--- src/rtl/aat_pkg.sv ---
package aat_pkg;

    // Table geometry and address width.
    localparam int TABLE_DEPTH = 8;
    localparam int ADDR_W      = 48;
    localparam int IDX_W       = (TABLE_DEPTH > 1) ? $clog2(TABLE_DEPTH) : 1;

    typedef logic [ADDR_W-1:0] addr_t;
    typedef logic [IDX_W-1:0]  idx_t;
    typedef addr_t [TABLE_DEPTH-1:0] table_t;

    localparam addr_t EMPTY_ADDR = '0;

    // Operation codes carried by each input transfer.
    typedef enum logic [1:0] {
        OP_CHECK  = 2'd0,
        OP_ADD    = 2'd1,
        OP_REMOVE = 2'd2,
        OP_CLEAR  = 2'd3
    } op_t;

    // Lookup results from the comparator bank.
    typedef struct packed {
        logic hit;
        idx_t hit_idx;
        logic free_found;
        idx_t free_idx;
    } match_t;

    // Update request applied to the table.
    typedef struct packed {
        logic  wr_en;
        logic  clear_all;
        idx_t  wr_idx;
        addr_t wr_data;
    } table_wr_t;

endpackage

--- src/rtl/aat_match.sv ---
module aat_match
    import aat_pkg::*;
(
    input  table_t entries,
    input  addr_t  key,
    output match_t result
);

    logic [TABLE_DEPTH-1:0] eq_key;
    logic [TABLE_DEPTH-1:0] eq_empty;

    // One comparator per slot against the key and against the empty marker.
    always_comb
    begin
        for (int i = 0; i < TABLE_DEPTH; i++)
        begin
            eq_key[i]   = (entries[i] == key);
            eq_empty[i] = (entries[i] == EMPTY_ADDR);
        end
    end

    // Lowest-slot priority encoders; scanning downward leaves the lowest match.
    always_comb
    begin
        result = '0;
        for (int i = TABLE_DEPTH - 1; i >= 0; i--)
        begin
            if (eq_key[i])
            begin
                result.hit     = 1'b1;
                result.hit_idx = idx_t'(i);
            end
            if (eq_empty[i])
            begin
                result.free_found = 1'b1;
                result.free_idx   = idx_t'(i);
            end
        end
    end

endmodule

--- src/rtl/aat_table.sv ---
module aat_table
    import aat_pkg::*;
(
    input  logic      clk,
    input  logic      rst_n,
    input  table_wr_t wr,
    output table_t    entries
);

    table_t entries_reg;
    table_t entries_next;

    // Apply a clear of all slots or a single-slot write.
    always_comb
    begin
        entries_next = entries_reg;
        if (wr.clear_all)
        begin
            entries_next = '0;
        end
        else if (wr.wr_en)
        begin
            for (int i = 0; i < TABLE_DEPTH; i++)
            begin
                if (wr.wr_idx == idx_t'(i))
                begin
                    entries_next[i] = wr.wr_data;
                end
            end
        end
    end

    // Every slot is empty after reset.
    always_ff @(posedge clk or negedge rst_n)
    begin
        if (!rst_n)
        begin
            entries_reg <= '0;
        end
        else
        begin
            entries_reg <= entries_next;
        end
    end

    assign entries = entries_reg;

endmodule

--- src/rtl/address_allowlist_table_core.sv ---
// Device address accept list with an eight-slot table of 48-bit addresses.
// Commands: an operation (check, add, remove, clear all) and an address are
// taken at a rising edge where start is high and busy is low. Busy is always
// low, so a command may be issued in every cycle.
// Results: each command yields one ok flag on the ok port, marked by a
// one-cycle done strobe, after the command has passed through the input
// register and then the result register. One command per cycle
// is sustained; the comparator bank and lowest-slot encoder in front of the
// result register set that cycle.
// The receiver cannot stall: each result is shown for exactly one cycle.
// Configuration: the enforce_enable bit is written through cfg_valid and
// cfg_data; cfg_ready is always high. Write it only while no command is
// in flight.
// Reset: asynchronous, active low; all slots become empty, enforcement is
// switched off and no result is pending.
module address_allowlist_table_core
    import aat_pkg::*;
(
    input  logic        clk,
    input  logic        rst_n,
    input  logic        start,
    output logic        busy,
    input  logic [1:0]  op,
    input  logic [47:0] device_address,
    output logic        done,
    output logic        ok,
    input  logic        cfg_valid,
    output logic        cfg_ready,
    input  logic        cfg_data
);

    logic      in_valid_reg;
    op_t       op_reg;
    addr_t     addr_reg;
    logic      enforce_reg;
    logic      done_reg;
    logic      ok_reg;
    logic      ok_next;
    logic      listed;
    table_t    entries;
    match_t    match;
    table_wr_t tbl_wr;

    assign busy      = 1'b0;
    assign cfg_ready = 1'b1;

    // Configuration register.
    always_ff @(posedge clk or negedge rst_n)
    begin
        if (!rst_n)
        begin
            enforce_reg <= 1'b0;
        end
        else if (cfg_valid && cfg_ready)
        begin
            enforce_reg <= cfg_data;
        end
    end

    // Input register: valid flag is control, the payload is not reset.
    always_ff @(posedge clk or negedge rst_n)
    begin
        if (!rst_n)
        begin
            in_valid_reg <= 1'b0;
        end
        else
        begin
            in_valid_reg <= start && !busy;
        end
    end

    always_ff @(posedge clk)
    begin
        if (start && !busy)
        begin
            op_reg   <= op_t'(op);
            addr_reg <= device_address;
        end
    end

    aat_table u_table (
        .clk     (clk),
        .rst_n   (rst_n),
        .wr      (tbl_wr),
        .entries (entries)
    );

    aat_match u_match (
        .entries (entries),
        .key     (addr_reg),
        .result  (match)
    );

    // The empty marker is never a listed address.
    assign listed = match.hit && (addr_reg != EMPTY_ADDR);

    // Decode the operation into a table update and a result flag.
    always_comb
    begin
        tbl_wr  = '0;
        ok_next = 1'b0;
        case (op_reg)
            OP_CHECK:
            begin
                ok_next = !enforce_reg || listed;
            end
            OP_ADD:
            begin
                if (addr_reg != EMPTY_ADDR && !listed && match.free_found)
                begin
                    tbl_wr.wr_en   = in_valid_reg;
                    tbl_wr.wr_idx  = match.free_idx;
                    tbl_wr.wr_data = addr_reg;
                    ok_next        = 1'b1;
                end
            end
            OP_REMOVE:
            begin
                if (listed)
                begin
                    tbl_wr.wr_en   = in_valid_reg;
                    tbl_wr.wr_idx  = match.hit_idx;
                    tbl_wr.wr_data = EMPTY_ADDR;
                    ok_next        = 1'b1;
                end
            end
            OP_CLEAR:
            begin
                tbl_wr.clear_all = in_valid_reg;
                ok_next          = 1'b1;
            end
            default:
            begin
                ok_next = 1'b0;
            end
        endcase
    end

    // Result register and strobe.
    always_ff @(posedge clk or negedge rst_n)
    begin
        if (!rst_n)
        begin
            done_reg <= 1'b0;
        end
        else
        begin
            done_reg <= in_valid_reg;
        end
    end

    always_ff @(posedge clk)
    begin
        if (in_valid_reg)
        begin
            ok_reg <= ok_next;
        end
    end

    assign done = done_reg;
    assign ok   = ok_reg;

    // A result strobe follows exactly one registered command.
    a_done_follows_cmd: assert property (@(posedge clk) disable iff (!rst_n)
        done |-> $past(in_valid_reg))
        else $error("result strobe without a command");

    // Clear always succeeds and empties the table.
    a_clear_ok: assert property (@(posedge clk) disable iff (!rst_n)
        (in_valid_reg && op_reg == OP_CLEAR) |=> (done && ok && entries == '0))
        else $error("clear did not succeed");

    // Adding the empty marker never succeeds and leaves the table as is.
    a_add_zero: assert property (@(posedge clk) disable iff (!rst_n)
        (in_valid_reg && op_reg == OP_ADD && addr_reg == EMPTY_ADDR)
        |=> (!ok && $stable(entries)))
        else $error("add of the zero address changed state");

    // With enforcement off every check is allowed.
    a_check_open: assert property (@(posedge clk) disable iff (!rst_n)
        (in_valid_reg && op_reg == OP_CHECK && !enforce_reg) |=> ok)
        else $error("check refused while enforcement is off");

endmodule
--- config.mk ---
export PLATFORM = sky130hd
export DESIGN_NAME = address_allowlist_table_core
export DESIGN_NICKNAME = d
export VERILOG_FILES = /design/src/rtl/aat_pkg.sv /design/src/rtl/aat_match.sv /design/src/rtl/aat_table.sv /design/src/rtl/address_allowlist_table_core.sv
export SDC_FILE = /design/constraint.sdc
export NUM_CORES = 1
export LEC_CHECK = 0
export ABC_AREA = 1
export BUFFER_PORTS_ARGS = -buffer_cell sky130_fd_sc_hd__buf_2
export CAP_MARGIN = 20
export CORE_UTILIZATION = 45
export DETAILED_ROUTE_END_ITERATION = 7
export HOLD_SLACK_MARGIN = 0.15
export SLEW_MARGIN = 20
export SYNTH_ARGS = -nofsm -noshare
export SYNTH_HDL_FRONTEND = slang
export SYNTH_HIERARCHICAL = 1
export SYNTH_SLANG_ARGS = --single-unit
--- constraint.sdc ---
create_clock -name clk -period 4.9 [get_ports clk]
set_input_delay 0.735 -clock clk [delete_from_list [all_inputs] [get_ports clk]]
set_output_delay 0.735 -clock clk [all_outputs]
set_load 0.1 [all_outputs]
=== Word level (Yosys, flattened, before mapping) ===
Cells that the tools add are included.

* Input port bits: 55
* Flip-flop bits (word level): 438

* Reductions and logical operators: 34
* Multiplexer cells: 36
* Equal/unequal tests: 18

{| class="wikitable"
|+ Operators by type and width
! cell !! number
|-
| 2-to-1 mux 384 bit || 2
|-
| == test 48 bit || 8
|-
| zero test 48 bit || 8
|-
| 2-to-1 mux 48 bit || 8
|-
| 2-to-1 mux 51 bit || 2
|-
| case mux 51 bit (2 select lines) || 1
|-
| 2-to-1 mux 4 bit || 16
|-
| nonzero test 48 bit || 1
|-
| nonzero test 2 bit || 9
|-
| AND reduction 2 bit || 8
|-
| == test 3 bit, second input constant || 4
|-
| == test 3 x 2 -> 1 bit, second input constant || 2
|-
| 2-to-1 mux 1 bit || 5
|-
| == test 2 bit, second input constant || 2
|-
| case mux 1 bit (4 select lines) || 1
|-
| == test 3 x 1 -> 1 bit, second input constant || 1
|-
| logical AND 1 bit || 3
|-
| zero test 3 bit || 1
|-
| == test 2 x 1 -> 1 bit, second input constant || 1
|-
| zero test 1 bit || 2
|-
| zero test 2 bit || 1
|-
| case mux 1 bit (2 select lines) || 1
|-
| logical OR 1 bit || 1
|}

=== Longest topological paths before layout ===
* Depth after elaboration: 19
* Depth in mapped cells: 26

=== By module ===
Netlist, hierarchy kept.

{| class="wikitable"
|+ Modules (own cells, without submodules)
! module !! area an instance (um^2) !! instances !! cells an instance
|-
| aat_table || 15549.9 || 1 || 1791
|-
| aat_match || 6675.2 || 1 || 1098
|-
| address_allowlist_table_core || 2697.6 || 1 || 239
|}

=== Worst setup path after synthesis ===
No wires, ideal clock.

* Kind: reg2reg
* Start point: register addr_reg[29]
* End point: register u_table.entries_reg, in the netlist u_table/entries[171]
* Stages on the path, launching flop included: 24
* Arrival: 2690 ps
* Clock period less this slack: 2808 ps
* Data required time: 4782 ps
* Library setup time: 118 ps
* Buffers on the path: 3
* Setup slack: 2092 ps
* Cells stage by stage: edfxtp_1 -> buf_6 -> inv_4 -> or2_2 -> nand4_1 -> nor3_1 -> nand2_1 -> nor2_2 -> nand3_2 -> nand2_1 -> nor2_1 -> nand4_1 -> inv_1 -> nand2_1 -> a21oi_4 -> nand2_1 -> a21oi_1 -> inv_2 -> nor2_2 -> nand2_1 -> buf_2 -> buf_2 -> nand3_1 -> nand2_1

{| class="wikitable"
|+ RTL lines
! item !! RTL line !! RTL
|-
| start: declaration || address_allowlist_table_core.sv:34 || <nowiki>addr_t addr_reg;</nowiki>
|-
| start signal: assignment || address_allowlist_table_core.sv:78 || <nowiki>addr_reg <= device_address;</nowiki>
|-
| end signal: assignment || aat_table.sv:42 || <nowiki>entries_reg <= entries_next;</nowiki>
|-
| end: declaration || aat_table.sv:10 || <nowiki>table_t entries_reg;</nowiki>
|}

==> impl_metrics.csv <==
group,metric,value,unit
outcome,status,"complete, no violations",
worst_setup_path,crit_slowest_cell,"edfxtp_1",
die,row_count,85,
logic_synthesis,avgSynthCellArea,7.968,um2
power_and_ir_drop,power_density,318.7,nW/um2
worst_setup_path,crit_type,"reg2reg",
cells_and_area,layout-drive-gt1-share,10.90,%
clocking,cts.htree.levels,2,
sta,period_minus_slack,4.356,ns
drt,dr.pass1.iters,6,
drt,ant_nets,0,
power_and_ir_drop,ir_drop,0.2560,mV
cells_and_area,final_net_count,3201,
cells_and_area,final_common_cell,"nand2_1",
logic_synthesis,synthDistinctLibCells,50,
worst_setup_path,ff2ff_path_depth,20,
drt,wl_per_cell,21.78,um
logic_synthesis,syn-num-nets,3187,
worst_setup_path,cp_data_required_time,5.45,ns
placement,io_buffers,56,
logic_synthesis,yosysWarningCount,6,
sta,slew_headroom,32.34,%
grt,grt_pass1_wl,128.4,mm
grt,grt_max_degree,179,
clocking,cts_resized,0,
worst_setup_path,cpLargestDelayFamily,"simple AND/OR/NAND/NOR gates",
worst_setup_path,start_kind,"register",
sta,rsz0062_at_grt,"no",
power_and_ir_drop,leakage,13.82,nW
clocking,cts_buffers,50,
die,die_h,237.3,um
clocking,cts_sinks,438,
clocking,insertion_delay,0.61,ns
cells_and_area,final-seq-area,11220,um2
hold_path,hold_path.class,"in2async",
logic_synthesis,synth-edff-count,51,
worst_setup_path,worst-r2r-setup-slack,0.54,ns
worst_setup_path,cp_cell_sequence,"inv_2 > or2_1 > nand3_1 > nor3_2 > nand4_1 > nor2_1 > nand3_2 > nand2_1 > inv_2 > nand4_1 > inv_1 > nand2_1 > a21oi_4 > nand3_4 > buf_4 > nor2_4 > inv_1 > nor2_1 > nand2_1 > nand2_1",
cells_and_area,final_cells,3879,
clocking,cts_hold_buf,0,
worst_setup_path,slowest_delay,0.73,ns
sta,report.final.hold_viol_count,0,
worst_setup_path,end_kind,"register",
worst_setup_path,worstPathArrival,4.90,ns
worst_setup_path,rr_startpoint,"addr_reg[37]",
sta,tns,0,ns
power_and_ir_drop,power.total,8.683,mW
worst_setup_path,critPathMaxFanout,24,
cells_and_area,fillerInstances,5226,
worst_setup_path,reg2reg_to,"u_table/entries[357]",
drt,avgViaCountPerCell,5.568,
clocking,clock_path_buffers,3,
sta,worst_pin_slew,1.015,ns
sta,slew_viol_final,0,
clocking,postCtsSetupRepairBufs,0,
worst_setup_path,critPathBufInv,5,
cells_and_area,diodes,0,
drt,wl,84.50,mm
logic_synthesis,ys_seq_elements,438,
logic_synthesis,synth_top_area_cell,"dfrtp_1",
grt,track_usage,30.11,%
logic_synthesis,yosys-top-cells-area,"dfrtp_1 39%, nand2_1 16%, nand3_1 8.7%",
drt,drc,0,
clocking,clk_pin_slew,0.06,ns
die,fp.dieArea,56330,um2
drt,drt-initial-drc-count,2384,
die,pin_count,59,
die,fp.dieW,237.3,um
flow_run,max_cap_violations,0,
logic_synthesis,synth-main-ff-cell,"dfrtp_1",
clocking,root_buffer,"clkbuf_16",
cells_and_area,final_cell_mix,"1055 x nand2_1, 435 x nand3_1, 387 x dfrtp_1",
cells_and_area,areaGrowthSynthToFinish,9.303,%
cells_and_area,largest_reg_flops,384,
die,start_util,45.95,%
sta,fmax,229.6,MHz
sta,setup_viol,0,
worst_setup_path,critPathMostFrequentCell,"nand2_1",
placement,dp_hpwl,57.92,mm
logic_synthesis,syn_area,24920,um2
sta,period_share,88.89,%
sta,skew,0.01967,ns
logic_synthesis,yosysSeqAreaShare,45.00,%
die,core_area,54240,um2
grt,overflow,0,
logic_synthesis,async_flop_share,88.36,%
logic_synthesis,syn-instance-count,3128,
placement,globalplace.congestion,0.9548,
logic_synthesis,synth_top_area_share,38.86,%
grt,grt_pass1_vias,20873,
grt,antenna_found_initial,2,
placement,place_inst,3785,
drt,vias,21600,
cells_and_area,multiInputGateArea,11730,um2
clocking,cts_tree,"yes",
stage by stage:
step                setup slack [ns]  instance area (um2)  util [%]  hold slack, ns
floorplan                      2.092                24920         -          0.4025
global placement              0.6595                25620     47.23          0.5067
detailed placement            0.6111                25620     47.23          0.5169
CTS                           0.6148                27210     50.17          0.2567
global route                  0.3189                27240     50.22          0.2746
finish                        0.5442                27240     50.22          0.1958
cell type report:
cell class / count / area share [%]
Sequential cell: 438 / 41.17
Multi-Input combinational cell: 2317 / 43.05
Inverter: 190 / 2.728
Timing Repair Buffer: 145 / 4.005
Tap cell: 696 / 3.197
Clock inverter: 18 / 0.5052
Clock buffer: 75 / 5.346
cell families (layout without fill, tap and decap cells):
family / count (synthesis) / in the layout / synth area share, %
AND/OR/NAND/NOR: 2004 / 2004 / 36.02
flip-flops: 438 / 438 / 45.00
buffers and inverters: 373 / 428 / 8.088
XOR/XNOR: 289 / 289 / 10.19
AO/OA/AOI/OAI: 17 / 17 / 0.4318
adder cells (fa/ha/maj): 4 / 4 / 0.2008
other: 2 / 2 / 0.03013
multiplexers: 1 / 1 / 0.04518
layer usage:
| metal | vias up | share of wire [%] | global-route usage (%) | routed length (um) |
|---|---|---|---|---|
| li1 | 9999 | - | - | - |
| met1 | 10469 | 42 | 40.75 | 35770 |
| met2 | 955 | 46 | 47.52 | 38470 |
| met3 | 175 | 7.7 | 4.994 | 6520 |
| met4 | 2 | 4.4 | 13.35 | 3734 |
| met5 | - | 0.015 | 0 | 13 |
report_power, final:
| group | leakage, nW | total [mW] | internal (mW) | switching (mW) |
|---|---|---|---|---|
| combinational | 7.14 | 1.06 | 0.339 | 0.717 |
| clock | 0.784 | 3.67 | 2.11 | 1.56 |
| sequential | 5.89 | 3.96 | 3.76 | 0.200 |
| total | 13.8 | 8.68 | 6.21 | 2.48 |
Yosys cell counts (2+ instances only):
| master | instances |
|---|---|
| edfxtp_1 | 51 |
| buf_12 | 4 |
| o21ai_0 | 2 |
| nand3b_1 | 3 |
| dfrtp_1 | 387 |
| buf_2 | 41 |
| nand4_1 | 59 |
| nor4_1 | 77 |
| or2_1 | 15 |
| buf_6 | 53 |
| nor3_2 | 9 |
| nand3_1 | 435 |
| xnor2_1 | 157 |
| conb_1 | 2 |
| or2_0 | 5 |
| or4_1 | 2 |
| buf_1 | 39 |
| nor2_4 | 31 |
| inv_2 | 25 |
| clkbuf_1 | 25 |
| nand3_2 | 4 |
| a21oi_1 | 6 |
| or2_2 | 21 |
| inv_4 | 7 |
| nor2_1 | 220 |
| o22ai_1 | 3 |
| buf_4 | 21 |
| nor3_1 | 38 |
| xor2_1 | 131 |
| inv_1 | 156 |
| ha_1 | 4 |
| nor2_2 | 13 |
| nand2_1 | 1063 |
| nor3b_1 | 2 |
| o21ai_1 | 2 |
worst max-delay path by stage:
| stage | start | endpoint | slack, ns | depth (start not counted) |
|---|---|---|---|---|
| 2_1_floorplan | addr_reg[29] | u_table/entries[171] | 2.09 | 23 |
| 3_3_place_gp | addr_reg[3] | u_table/entries[357] | 0.66 | 20 |
| 3_5_place_dp | addr_reg[37] | u_table/entries[357] | 0.61 | 20 |
| 4_1_cts | addr_reg[37] | u_table/entries[357] | 0.61 | 20 |
| 5_1_grt | addr_reg[37] | u_table/entries[357] | 0.32 | 20 |
| 6_report | addr_reg[37] | u_table/entries[357] | 0.54 | 20 |
No activity file was read; power rests on OpenSTA's default activity.
